--- src/design/base64_stream_decoder_macros.svh ---
// assertion macros shared by the base64 stream decoder modules
// expects signals aclk and aresetn in the scope of each use
`ifndef BASE64_STREAM_DECODER_MACROS_SVH
`define BASE64_STREAM_DECODER_MACROS_SVH

// antecedent implies consequent in the same cycle
`define B64SD_ASSERT_NOW(label, ante, cons, msg) \
    label: assert property (@(posedge aclk) disable iff (!aresetn) (ante) |-> (cons)) \
        else $error(msg);

// antecedent implies consequent in the following cycle
`define B64SD_ASSERT_NEXT(label, ante, cons, msg) \
    label: assert property (@(posedge aclk) disable iff (!aresetn) (ante) |=> (cons)) \
        else $error(msg);

`endif

--- src/design/b64sd_pkg.sv ---
// shared types, constants and functions of the base64 stream decoder
// no dependencies
package b64sd_pkg;

    // character and status codes
    localparam logic [7:0] PAD_CHAR       = 8'h3D;
    localparam logic       STATUS_OK      = 1'b0;
    localparam logic       STATUS_LEN_ERR = 1'b1;

    // positions inside a four character group
    localparam logic [1:0] POS_THIRD  = 2'd2;
    localparam logic [1:0] POS_FOURTH = 2'd3;

    // byte counts of one group
    localparam logic [1:0] NBYTES_ONE   = 2'd1;
    localparam logic [1:0] NBYTES_TWO   = 2'd2;
    localparam logic [1:0] NBYTES_THREE = 2'd3;

    // command queue geometry, depth is a power of two
    localparam int QDEPTH = 4;
    localparam int QPTR_W = $clog2(QDEPTH);
    localparam int QCNT_W = $clog2(QDEPTH + 1);

    // one command from the front end to the byte emitter
    typedef struct packed {
        logic [23:0] value;
        logic [1:0]  nbytes;
        logic        last;
        logic        err;
    } b64sd_cmd_t;

    // rfc 4648 standard alphabet, anything else maps to zero
    function automatic logic [5:0] sextet_of(input logic [7:0] c);
        logic [7:0] d;
        d = 8'h00;
        case (c) inside
            [8'h41:8'h5A]: d = c - 8'h41;
            [8'h61:8'h7A]: d = c - 8'd71;
            [8'h30:8'h39]: d = c + 8'd4;
            8'h2B:         d = 8'd62;
            8'h2F:         d = 8'd63;
            default:       d = 8'h00;
        endcase
        return d[5:0];
    endfunction

    // byte of a 24-bit group, most significant first
    function automatic logic [7:0] byte_of(input logic [23:0] value, input logic [1:0] idx);
        logic [7:0] b;
        b = 8'h00;
        case (idx)
            2'd0:    b = value[23:16];
            2'd1:    b = value[15:8];
            2'd2:    b = value[7:0];
            default: b = 8'h00;
        endcase
        return b;
    endfunction

endpackage

--- src/design/base64_stream_decoder.sv ---
// Base64 stream decoder (rfc 4648 standard alphabet).
// Input channel s_*: one character per transaction, s_is_last marks the final one.
// Output channel m_*: one decoded byte per transaction; m_last_byte marks the final
// result of a decode, m_status = 1 flags a length error (text ends inside a group),
// sent as one zero byte after any bytes of earlier groups.
// Characters outside the alphabet, and '=' outside the final group, decode as zero.
// Throughput: one character per cycle while the queue has room; each group of four
// characters yields up to three bytes, emitted one per cycle while m_ready is high.
// A completed group enters the queue when its fourth character is accepted; its
// first byte is then loaded from the queue head into the output register, and the
// other bytes follow on consecutive cycles when m_ready is high.
// A four-entry group queue separates the character side from the byte side, so
// the input keeps flowing while a byte waits at the output; when the receiver
// stalls long enough to fill the queue, s_ready drops until an entry drains.
// Reset (aresetn low, synchronous) empties the queue, drops m_valid and starts a
// fresh group; the group state also returns to its start after each final character.
// Depends on b64sd_pkg, b64sd_front, b64sd_fifo, b64sd_back.
module base64_stream_decoder (
    input  logic       aclk,
    input  logic       aresetn,
    input  logic [7:0] s_char_code,
    input  logic       s_is_last,
    input  logic       s_valid,
    output logic       s_ready,
    output logic [7:0] m_data_byte,
    output logic       m_last_byte,
    output logic       m_status,
    output logic       m_valid,
    input  logic       m_ready
);
    import b64sd_pkg::*;

    logic       push_valid;
    b64sd_cmd_t push_cmd;
    logic       q_full;
    logic       q_empty;
    b64sd_cmd_t head_cmd;
    logic       pop;

    // character intake and group assembly
    b64sd_front u_front (
        .aclk        (aclk),
        .aresetn     (aresetn),
        .s_char_code (s_char_code),
        .s_is_last   (s_is_last),
        .s_valid     (s_valid),
        .s_ready     (s_ready),
        .push_valid  (push_valid),
        .push_cmd    (push_cmd),
        .q_full      (q_full)
    );

    // group command queue
    b64sd_fifo u_fifo (
        .aclk       (aclk),
        .aresetn    (aresetn),
        .push_valid (push_valid),
        .push_cmd   (push_cmd),
        .full       (q_full),
        .empty      (q_empty),
        .head_cmd   (head_cmd),
        .pop        (pop)
    );

    // byte emission
    b64sd_back u_back (
        .aclk        (aclk),
        .aresetn     (aresetn),
        .empty       (q_empty),
        .head_cmd    (head_cmd),
        .pop         (pop),
        .m_data_byte (m_data_byte),
        .m_last_byte (m_last_byte),
        .m_status    (m_status),
        .m_valid     (m_valid),
        .m_ready     (m_ready)
    );

endmodule

--- src/design/b64sd_front.sv ---
// front end: accepts characters, decodes sextets, builds group commands
// depends on b64sd_pkg
module b64sd_front (
    input  logic                   aclk,
    input  logic                   aresetn,
    input  logic [7:0]             s_char_code,
    input  logic                   s_is_last,
    input  logic                   s_valid,
    output logic                   s_ready,
    output logic                   push_valid,
    output b64sd_pkg::b64sd_cmd_t  push_cmd,
    input  logic                   q_full
);
    import b64sd_pkg::*;

    logic [1:0]  pos_reg, pos_next;
    logic [17:0] acc_reg, acc_next;
    logic        pad3_reg, pad3_next;
    logic        accept;
    logic [5:0]  sextet;
    logic        is_pad;

    // take a character whenever the queue has room
    assign s_ready = !q_full;
    assign accept  = s_valid && s_ready;
    assign sextet  = sextet_of(s_char_code);
    assign is_pad  = (s_char_code == PAD_CHAR);

    // group assembly and command build
    always_comb begin
        pos_next        = pos_reg;
        acc_next        = acc_reg;
        pad3_next       = pad3_reg;
        push_valid      = 1'b0;
        push_cmd.value  = {acc_reg, sextet};
        push_cmd.nbytes = NBYTES_THREE;
        push_cmd.last   = s_is_last;
        push_cmd.err    = STATUS_OK;
        if (accept) begin
            if (pos_reg == POS_FOURTH) begin
                // group complete, padding only counts in the final group
                push_valid = 1'b1;
                if (s_is_last && is_pad) begin
                    push_cmd.nbytes = pad3_reg ? NBYTES_ONE : NBYTES_TWO;
                end
                pos_next  = 2'd0;
                acc_next  = 18'd0;
                pad3_next = 1'b0;
            end else begin
                if (pos_reg == POS_THIRD) begin
                    pad3_next = is_pad;
                end
                acc_next = {acc_reg[11:0], sextet};
                pos_next = pos_reg + 2'd1;
                if (s_is_last) begin
                    // text ends inside a group
                    push_valid      = 1'b1;
                    push_cmd.value  = 24'd0;
                    push_cmd.nbytes = NBYTES_ONE;
                    push_cmd.err    = STATUS_LEN_ERR;
                    pos_next        = 2'd0;
                    acc_next        = 18'd0;
                    pad3_next       = 1'b0;
                end
            end
        end
    end

    // group state
    always_ff @(posedge aclk) begin
        if (!aresetn) begin
            pos_reg  <= 2'd0;
            acc_reg  <= 18'd0;
            pad3_reg <= 1'b0;
        end else begin
            pos_reg  <= pos_next;
            acc_reg  <= acc_next;
            pad3_reg <= pad3_next;
        end
    end

endmodule

--- src/design/b64sd_fifo.sv ---
// short command queue between front end and byte emitter
// depends on b64sd_pkg and base64_stream_decoder_macros.svh
`include "base64_stream_decoder_macros.svh"

module b64sd_fifo (
    input  logic                   aclk,
    input  logic                   aresetn,
    input  logic                   push_valid,
    input  b64sd_pkg::b64sd_cmd_t  push_cmd,
    output logic                   full,
    output logic                   empty,
    output b64sd_pkg::b64sd_cmd_t  head_cmd,
    input  logic                   pop
);
    import b64sd_pkg::*;

    b64sd_cmd_t        entry_reg [QDEPTH];
    logic [QPTR_W-1:0] wr_ptr_reg, wr_ptr_next;
    logic [QPTR_W-1:0] rd_ptr_reg, rd_ptr_next;
    logic [QCNT_W-1:0] count_reg, count_next;
    logic              do_push;
    logic              do_pop;

    assign full     = (count_reg == QCNT_W'(QDEPTH));
    assign empty    = (count_reg == '0);
    assign head_cmd = entry_reg[rd_ptr_reg];
    assign do_push  = push_valid && !full;
    assign do_pop   = pop && !empty;

    // pointer and occupancy update
    always_comb begin
        wr_ptr_next = do_push ? wr_ptr_reg + 1'b1 : wr_ptr_reg;
        rd_ptr_next = do_pop ? rd_ptr_reg + 1'b1 : rd_ptr_reg;
        count_next  = count_reg;
        if (do_push && !do_pop) begin
            count_next = count_reg + 1'b1;
        end else if (do_pop && !do_push) begin
            count_next = count_reg - 1'b1;
        end
    end

    always_ff @(posedge aclk) begin
        if (!aresetn) begin
            wr_ptr_reg <= '0;
            rd_ptr_reg <= '0;
            count_reg  <= '0;
        end else begin
            wr_ptr_reg <= wr_ptr_next;
            rd_ptr_reg <= rd_ptr_next;
            count_reg  <= count_next;
        end
    end

    // entry storage
    always_ff @(posedge aclk) begin
        if (do_push) begin
            entry_reg[wr_ptr_reg] <= push_cmd;
        end
    end

    `B64SD_ASSERT_NOW(a_no_push_full, push_valid, !full, "command pushed into full queue")
    `B64SD_ASSERT_NOW(a_no_pop_empty, pop, !empty, "command popped from empty queue")
    `B64SD_ASSERT_NOW(a_count_range, 1'b1, count_reg <= QCNT_W'(QDEPTH), "queue count overflow")

endmodule

--- src/design/b64sd_back.sv ---
// byte emitter: walks the head command one byte per cycle, while the output register is free, into the output register
// depends on b64sd_pkg and base64_stream_decoder_macros.svh
`include "base64_stream_decoder_macros.svh"

module b64sd_back (
    input  logic                   aclk,
    input  logic                   aresetn,
    input  logic                   empty,
    input  b64sd_pkg::b64sd_cmd_t  head_cmd,
    output logic                   pop,
    output logic [7:0]             m_data_byte,
    output logic                   m_last_byte,
    output logic                   m_status,
    output logic                   m_valid,
    input  logic                   m_ready
);
    import b64sd_pkg::*;

    logic [1:0] idx_reg, idx_next;
    logic       valid_reg, valid_next;
    logic [7:0] data_reg;
    logic       last_reg;
    logic       status_reg;
    logic       load;
    logic       final_byte;

    // output register is free when empty or being taken
    assign load       = !empty && (!valid_reg || m_ready);
    assign final_byte = (idx_reg == head_cmd.nbytes - 2'd1);
    assign pop        = load && final_byte;

    always_comb begin
        idx_next   = idx_reg;
        valid_next = valid_reg;
        if (load) begin
            valid_next = 1'b1;
            idx_next   = final_byte ? 2'd0 : idx_reg + 2'd1;
        end else if (m_ready) begin
            valid_next = 1'b0;
        end
    end

    // control state
    always_ff @(posedge aclk) begin
        if (!aresetn) begin
            idx_reg   <= 2'd0;
            valid_reg <= 1'b0;
        end else begin
            idx_reg   <= idx_next;
            valid_reg <= valid_next;
        end
    end

    // output payload
    always_ff @(posedge aclk) begin
        if (load) begin
            data_reg   <= byte_of(head_cmd.value, idx_reg);
            last_reg   <= head_cmd.last && final_byte;
            status_reg <= head_cmd.err;
        end
    end

    assign m_valid     = valid_reg;
    assign m_data_byte = data_reg;
    assign m_last_byte = last_reg;
    assign m_status    = status_reg;

    `B64SD_ASSERT_NOW(a_err_is_last, valid_reg && status_reg, last_reg && (data_reg == 8'h00),
        "length error result must be final and zero")
    `B64SD_ASSERT_NOW(a_head_nbytes, !empty, head_cmd.nbytes != 2'd0, "command with no bytes")
    `B64SD_ASSERT_NEXT(a_idx_restart, pop, idx_reg == 2'd0, "byte index not restarted after pop")

endmodule
--- config.mk ---
export PLATFORM = sky130hd
export DESIGN_NAME = base64_stream_decoder
export DESIGN_NICKNAME = d
export VERILOG_FILES = /design/src/design/b64sd_pkg.sv /design/src/design/base64_stream_decoder.sv /design/src/design/b64sd_front.sv /design/src/design/b64sd_fifo.sv /design/src/design/b64sd_back.sv
export VERILOG_INCLUDE_DIRS = /design/src /design/src/design
export SDC_FILE = /design/constraint.sdc
export NUM_CORES = 1
export LEC_CHECK = 0
export ABC_AREA = 1
export BUFFER_PORTS_ARGS = -buffer_cell sky130_fd_sc_hd__buf_2
export CAP_MARGIN = 10
export CORE_UTILIZATION = 62
export DETAILED_ROUTE_END_ITERATION = 10
export PLACE_DENSITY = 0.78
export SYNTH_ARGS = -nofsm -noshare
export SYNTH_HDL_FRONTEND = slang
export SYNTH_HIERARCHICAL = 1
export SYNTH_SLANG_ARGS = --single-unit
--- constraint.sdc ---
create_clock -name aclk -period 3 [get_ports aclk]
set_input_delay 0.6 -clock aclk [delete_from_list [all_inputs] [get_ports aclk]]
set_output_delay 0.6 -clock aclk [all_outputs]
set_load 0.1 [all_outputs]
==> metrics.log, run 1 <==
[metrics] Clk pwr share: 32.6%
[metrics] RSZ-0062 raised after global routing: no
[metrics] most common cell after layout, fill and taps aside: sky130_fd_sc_hd__nand2_1
[metrics] max-capacitance violation count: 0
[metrics] CTS tree: built
[metrics] sequential-to-total area share from yosys stat: 60.3%
[metrics] Total Power: 7.22 mW
[metrics] Die Width: 110 microns
[metrics] CP Max Fanout: 6
[metrics] via count: 5134
[metrics] signal arrival time at the worst endpoint: 2.81 ns
[metrics] switching power total: 2.57 mW
[metrics] First-pass DRT Iterations: 5
[metrics] via count of the first global-routing pass: 4965
[metrics] total negative setup slack: 0 ns
[metrics] depth of the CTS H-tree: 4
[metrics] end of the critical path: u_fifo/count_reg[1]
[metrics] Routed Wire Length: 15.3 mm
[metrics] launching element type of the critical path: register
[metrics] area of the core region: 11000 sq um
[metrics] Worst-Skew Late Latency: 0.42 ns
[metrics] period utilisation layout: 83.5%
[metrics] Least-Margin Pin Slew: 0.806 ns
[metrics] Reg area: 4320 sq um
[metrics] Cells after Synth: 719
[metrics] gate family responsible for the most delay along the worst path: simple AND/OR/NAND/NOR gates
[metrics] die extent in y: 110 microns
[metrics] Seq pwr share: 38.0%
[metrics] most frequent cells in the layout: sky130_fd_sc_hd__nand2_1 (123), sky130_fd_sc_hd__edfxtp_1 (122), sky130_fd_sc_hd__nor2_1 (104), sky130_fd_sc_hd__inv_1 (68), sky130_fd_sc_hd__o21ai_0 (44)
[metrics] Data required, critical path: 3.31 ns
[metrics] pin count of the biggest net entering global routing: 51
[metrics] half-perimeter wire length after detailed placement: 9.30 mm
[metrics] port buffer count: 24
[metrics] Post-Place Worst Slack: 0.506 ns
[metrics] internal power contribution: 4.66 mW
[metrics] # rows: 38
[metrics] Post-CTS Repair Setup Buffers: 0
[metrics] Slew HR: 46.1%
[metrics] worst min-delay path category: reg2reg
[metrics] global-route wire length before repair: 24.2 mm
[metrics] R2R Path End: u_fifo/count_reg[1]
[metrics] number of distinct library cells after synthesis: 36
[metrics] mean instance size in the synthesized netlist: 9.97 sq um
[metrics] CTS Hold Bufs: 0
[metrics] Max Slew Vio Count: 0
[metrics] number of antenna violations at the first check in global routing: 0
[metrics] setup clock skew after layout: 0.00739 ns
[metrics] flop2flop setup slack: 0.49 ns
[metrics] final hold violation count: 0
[metrics] Buf/Inv on CP: 2
[metrics] post-synthesis instance area: 7170 sq um
[metrics] Worst IR Drop VDD: 0.916 mV
[metrics] post-layout worst setup margin: 0.494 ns
[metrics] Worst Hold Launch: u_front/acc_reg[15]
[metrics] number of nets at the end of the flow: 775
[metrics] Total Routing Usage GR: 27.6%
[metrics] total overflow reported by the global router: 0
[metrics] total nets after synthesis: 753
[metrics] number of remaining DRC errors: 0
[metrics] Synth Register Bits: 155
[metrics] boundary pin count: 25
[metrics] starting density of the core: 65.0%
[metrics] area used by multi-input combinational logic: 2350 sq um
[metrics] clock transition time at the flip-flop clock pins of the worst setup and hold paths: 0.06 ns
[metrics] minimum hold slack: 0.476 ns
[metrics] number of violations reported at the end of detailed-routing iteration 0: 451
[metrics] Synthesis Warnings: 6
[metrics] total number of clock tree sinks: 155
[metrics] library cell contributing the largest single delay on the critical path: sky130_fd_sc_hd__dfxtp_1
[metrics] DR vias/cell: 5.74
[metrics] Total Die Area: 12000 sq um
[metrics] status: complete, no violations
[metrics] wire length per cell: 17.1 microns
[metrics] power density over the cells: 903 nW/um^2
[metrics] global placement routability congestion: 0.864
[metrics] upper clock frequency limit: 399 MHz
[metrics] final-layout fill cell count: 788
[metrics] crit-path max cell delay: 0.47 ns
[metrics] max FFs per register: 112
[metrics] critical path, cell by cell: clkinv_1 > o21ai_1 > o22ai_1 > nand2_1 > nand2_2 > nand2_4 > nand2_4 > nor2_4 > nand2_1 > ha_1 > inv_1 > fa_1 > o21ai_0 > nor2_1
[metrics] proportion of layout cells with a drive suffix above 1: 13.4%
[metrics] root buffer cell: sky130_fd_sc_hd__clkbuf_16
[metrics] # diodes: 0
[metrics] Setup Crit Path Kind: reg2reg
[metrics] number of cells on the worst reg-to-reg path: 14
[metrics] critical path capture point type: register
[metrics] area growth from synthesis to layout: 11.7%
[metrics] remaining antenna violation count after routing: 0
[metrics] number of setup violations in the final report: 0
[metrics] maximum clock path buffer count: 2
[metrics] switching part of the total: 35.5%
[metrics] minimum period implied by the final worst setup slack: 2.51 ns
[metrics] leakage power summed over all cells: 3.06 nW
[metrics] cell depth of the worst setup path: 14
[metrics] utilization after layout: 72.6%
[metrics] number of clock buffers inserted by TritonCTS: 17
[metrics] post-CTS sizing: 0
[metrics] portion of total power attributed to combinational logic: 29.4%
==> per-layer routing <==
metal	track usage [%]	routed length, microns	up-vias
met1	34.4	6270	2452
met4	12.2	288	0
met5	0	0	-
met3	6.05	934	22
li1	-	-	2459
met2	46.3	7810	201
==> cells by family after synthesis <==
kind of cell / synth area share, %
XOR/XNOR: 1.22
buffers and inverters: 7.02
AO/OA/AOI/OAI: 9.43
flip-flops: 60.3
adder cells (fa/ha/maj): 3.77
AND/OR/NAND/NOR: 18.2
==> power groups by stage <==
stage | combinational [mW] | sequential, mW | clock, mW
after floorplan | 1.14 | 3.34 | 0
after global placement | 2.05 | 2.78 | 0
after detailed placement | 2.10 | 2.79 | 0
after CTS | 2.12 | 2.75 | 2.38
after global routing | 2.30 | 2.77 | 2.47
final | 2.12 | 2.75 | 2.36
==> final cells by class <==
| class | count | share of cell area (%) |
|---|---|---|
| Multi-Input combinational cell | 454 | 29.4 |
| Timing Repair Buffer | 35 | 2.53 |
| Inverter | 78 | 3.70 |
| Tap cell | 140 | 2.19 |
| Clock buffer | 18 | 5.36 |
| Clock inverter | 14 | 2.81 |
| Sequential cell | 155 | 54.0 |
==> Yosys cell counts <==
cell	count	area, sq um
sky130_fd_sc_hd__a211oi_1	1	7.51
sky130_fd_sc_hd__a21boi_0	1	7.51
sky130_fd_sc_hd__a21oi_1	29	145
sky130_fd_sc_hd__a21oi_2	1	8.76
sky130_fd_sc_hd__a41oi_1	1	8.76
sky130_fd_sc_hd__buf_2	9	45.0
sky130_fd_sc_hd__buf_4	2	15.0
sky130_fd_sc_hd__buf_6	9	101
sky130_fd_sc_hd__clkbuf_1	12	45.0
sky130_fd_sc_hd__clkinv_1	1	3.75
sky130_fd_sc_hd__clkinv_2	1	5.00
sky130_fd_sc_hd__dfxtp_1	33	661
sky130_fd_sc_hd__edfxtp_1	122	3660
sky130_fd_sc_hd__fa_1	1	20.0
sky130_fd_sc_hd__ha_1	20	250
sky130_fd_sc_hd__inv_1	68	255
sky130_fd_sc_hd__inv_2	7	26.3
sky130_fd_sc_hd__inv_4	1	6.26
sky130_fd_sc_hd__nand2_1	123	462
sky130_fd_sc_hd__nand2_2	7	43.8
sky130_fd_sc_hd__nand2_4	8	90.1
sky130_fd_sc_hd__nand3_1	36	180
sky130_fd_sc_hd__nand3_2	1	10.0
sky130_fd_sc_hd__nand3b_1	3	22.5
sky130_fd_sc_hd__nand4_1	5	31.3
sky130_fd_sc_hd__nor2_1	108	405
sky130_fd_sc_hd__nor2_2	4	25.0
sky130_fd_sc_hd__nor2_4	1	11.3
sky130_fd_sc_hd__nor3_2	1	10.0
sky130_fd_sc_hd__nor3_4	1	16.3
sky130_fd_sc_hd__o211ai_1	1	7.51
sky130_fd_sc_hd__o21ai_0	44	220
sky130_fd_sc_hd__o21ai_1	19	95.1
sky130_fd_sc_hd__o22ai_1	28	175
sky130_fd_sc_hd__xnor2_1	1	8.76
sky130_fd_sc_hd__xor2_1	9	78.8
==> worst reg2reg max path: cells and delay by family, from the launching register on <==
kind / cells / cell delay (ns)
and+or+nand+nor: 7 / 0.62
buffers and inverters: 2 / 0.27
DFF: 1 / 0.47
AOI/OAI and AO/OA: 3 / 0.41
adders and majority gates: 2 / 0.62
==> worst min path at each step <==
stage,to,slack [ns],cells after the start
final,u_front/acc_reg[15],0.48,2
after CTS,u_fifo/entry_reg[3][1],0.48,1
after global placement,u_front/acc_reg[12],0.45,2
after detailed placement,u_front/acc_reg[14],0.47,2
after floorplan,u_front/acc_reg[12],0.45,2
after global routing,u_fifo/entry_reg[3][1],0.49,1
==> stage by stage <==
step,instances,instance area [sq um]
2_1_floorplan,719,7170
3_3_place_gp,862,7350
3_5_place_dp,862,7350
4_1_cts,894,8000
5_1_grt,894,8000
6_report,894,8000
(Power assumes the default switching activity.)
==> run 2, diff against run 1 <==
--- a/config.mk
+++ b/config.mk
@@ -9,9 +9,9 @@
 export ABC_AREA = 1
 export BUFFER_PORTS_ARGS = -buffer_cell sky130_fd_sc_hd__buf_2
 export CAP_MARGIN = 10
-export CORE_UTILIZATION = 62
+export CORE_UTILIZATION = 56
 export DETAILED_ROUTE_END_ITERATION = 10
-export PLACE_DENSITY = 0.78
+export PLACE_DENSITY = 0.74
 export SYNTH_ARGS = -nofsm -noshare
 export SYNTH_HDL_FRONTEND = slang
 export SYNTH_HIERARCHICAL = 1
==> constraint.sdc (replaced) <==
create_clock -name aclk -period 2.2 [get_ports aclk]
set_input_delay 0.44 -clock aclk [delete_from_list [all_inputs] [get_ports aclk]]
set_output_delay 0.44 -clock aclk [all_outputs]
set_load 0.1 [all_outputs]
==> metrics.log, run 2 (synthesized netlist as in run 1, its figures left out) <==
[metrics] via count: 5139
[metrics] upper clock frequency limit: 467 MHz
[metrics] Data required, critical path: 2.51 ns
[metrics] Least-Margin Pin Slew: 0.547 ns
[metrics] final hold violation count: 0
[metrics] number of remaining DRC errors: 0
[metrics] critical path capture point type: register
[metrics] number of antenna violations at the first check in global routing: 0
[metrics] number of violations reported at the end of detailed-routing iteration 0: 546
[metrics] power density over the cells: 1150 nW/um^2
[metrics] boundary pin count: 25
[metrics] depth of the CTS H-tree: 4
[metrics] area growth from synthesis to layout: 14.2%
[metrics] CP Max Fanout: 7
[metrics] number of cells on the worst reg-to-reg path: 15
[metrics] leakage power summed over all cells: 3.11 nW
[metrics] most frequent cells in the layout: sky130_fd_sc_hd__edfxtp_1 (122), sky130_fd_sc_hd__nand2_1 (120), sky130_fd_sc_hd__nor2_1 (101), sky130_fd_sc_hd__inv_1 (64), sky130_fd_sc_hd__o21ai_0 (41)
[metrics] # diodes: 0
[metrics] maximum clock path buffer count: 2
[metrics] global-route wire length before repair: 23.6 mm
[metrics] Total Routing Usage GR: 24.2%
[metrics] most used cell along the critical path: sky130_fd_sc_hd__nand2_4
[metrics] number of nets at the end of the flow: 787
[metrics] # rows: 40
[metrics] clock transition time at the flip-flop clock pins of the worst setup and hold paths: 0.06 ns
[metrics] period utilisation layout: 97.3%
[metrics] pin count of the biggest net entering global routing: 53
[metrics] area of the core region: 12300 sq um
[metrics] Max Slew Vio Count: 0
[metrics] Total Die Area: 13300 sq um
[metrics] RSZ-0062 raised after global routing: yes
[metrics] setup clock skew after layout: 0.0108 ns
[metrics] number of setup violations in the final report: 0
[metrics] proportion of layout cells with a drive suffix above 1: 17.8%
[metrics] wire length per cell: 16.2 microns
[metrics] worst min-delay path category: in2reg
[metrics] post-layout worst setup margin: 0.0588 ns
[metrics] signal arrival time at the worst endpoint: 2.45 ns
[metrics] end of the critical path: u_fifo/count_reg[1]
[metrics] Total Power: 9.44 mW
[metrics] max-capacitance violation count: 0
[metrics] cell depth of the worst setup path: 15
[metrics] status: complete, no violations
[metrics] minimum period implied by the final worst setup slack: 2.14 ns
[metrics] Die Width: 115 microns
[metrics] most common cell after layout, fill and taps aside: sky130_fd_sc_hd__edfxtp_1
[metrics] total number of clock tree sinks: 155
[metrics] Post-Place Worst Slack: -0.0998 ns
[metrics] starting density of the core: 58.5%
[metrics] remaining antenna violation count after routing: 0
[metrics] total overflow reported by the global router: 0
[metrics] CTS Hold Bufs: 0
[metrics] R2R Path End: u_fifo/count_reg[1]
[metrics] global placement routability congestion: 0.876
[metrics] CTS tree: built
[metrics] launching element type of the critical path: register
[metrics] Setup Crit Path Kind: reg2reg
[metrics] root buffer cell: sky130_fd_sc_hd__clkbuf_16
[metrics] crit-path max cell delay: 0.43 ns
[metrics] gate family responsible for the most delay along the worst path: adder cells
[metrics] critical path, cell by cell: inv_4 > nor2_2 > o22ai_2 > inv_2 > nand2_4 > nand2_4 > nand2_4 > nand2_4 > nor2_4 > nand2_2 > ha_4 > inv_4 > fa_2 > o21ai_2 > nor2_1
[metrics] library cell contributing the largest single delay on the critical path: sky130_fd_sc_hd__fa_2
[metrics] Worst-Skew Late Latency: 0.42 ns
[metrics] via count of the first global-routing pass: 4723
[metrics] port buffer count: 24
[metrics] die extent in y: 115 microns
[metrics] number of clock buffers inserted by TritonCTS: 17
[metrics] First-pass DRT Iterations: 5
[metrics] max FFs per register: 112
[metrics] Routed Wire Length: 15.1 mm
[metrics] Buf/Inv on CP: 3
[metrics] Slew HR: 63.5%
[metrics] Worst IR Drop VDD: 0.878 mV
[metrics] utilization after layout: 66.8%
[metrics] DR vias/cell: 5.51
[metrics] flop2flop setup slack: 0.06 ns
[metrics] half-perimeter wire length after detailed placement: 9.55 mm
==> run 2: cell count changes in the layout (fill, tap and decap cells not counted), moves of 4 or more <==
| cell | delta |
|---|---|
| sky130_fd_sc_hd__o21ai_2 | +5 |
| sky130_fd_sc_hd__dfxtp_1 | -4 |
| sky130_fd_sc_hd__bufinv_16 | -6 |
| sky130_fd_sc_hd__buf_12 | +5 |
| sky130_fd_sc_hd__inv_1 | -4 |
| sky130_fd_sc_hd__buf_4 | +7 |
| sky130_fd_sc_hd__nor2_4 | +5 |
==> run 2: worst min-delay path by stage <==
stage | startpoint | end | slack (ns) | cells after the start
2_1_floorplan | u_front/acc_reg[12] | u_front/acc_reg[12] | 0.45 | 2
3_3_place_gp | u_front/acc_reg[14] | u_front/acc_reg[14] | 0.46 | 2
3_5_place_dp | u_front/acc_reg[15] | u_front/acc_reg[15] | 0.46 | 2
4_1_cts | s_is_last | u_fifo/entry_reg[3][1] | 0.32 | 1
5_1_grt | aresetn | u_fifo/count_reg[1] | 0.33 | 3
6_report | aresetn | u_fifo/count_reg[1] | 0.33 | 3
==> run 2: worst min-delay path: stages <==
cell	delay, ns
sky130_fd_sc_hd__buf_2	0.17
sky130_fd_sc_hd__o21ai_2	0.07
sky130_fd_sc_hd__nor2_1	0.04
==> run 2: metrics by stage <==
step | TNS (ns) | instance area [sq um] | hold WS [ns] | instances
2_1_floorplan | -0.228 | 7240 | 0.445 | 719
3_3_place_gp | 0 | 7590 | 0.456 | 900
3_5_place_dp | -0.127 | 7590 | 0.455 | 900
4_1_cts | 0 | 8130 | 0.325 | 932
5_1_grt | -0.0953 | 8190 | 0.329 | 933
6_report | 0 | 8190 | 0.335 | 933
==> run 2: cell type report <==
| cell class | count | area, sq um |
|---|---|---|
| sequential | 155 | 4330 |
| inverter | 78 | 307 |
| multi-input combinational | 454 | 2460 |
| clock buffer | 23 | 478 |
| clock inverter | 8 | 46.3 |
| timing repair buffer | 47 | 355 |
| fill | 952 | 4070 |
| tap | 168 | 210 |
==> run 2: per-layer routing <==
layer  track usage, %  routed length (microns)  vias to the layer above
met3             4.74                      792                       19
li1                 -                        -                     2488
met2             41.2                     7610                      180
met5                0                        0                        -
met1             30.8                     6470                     2452
met4             8.66                      200                        0
==> run 2: what timing repair did <==
action / CTS / global route
resized for setup: 4 / 19
pin swaps: 2 / 6
setup endpoints to repair: 2 / 2
buffers inserted: 1 / 1
==> run 2: report_power, final <==
part           leakage [nW]  switching [mW]  internal, mW
Sequential             1.35           0.150          3.61
Clock                 0.262            1.06          1.51
Combinational          1.49            2.33         0.778
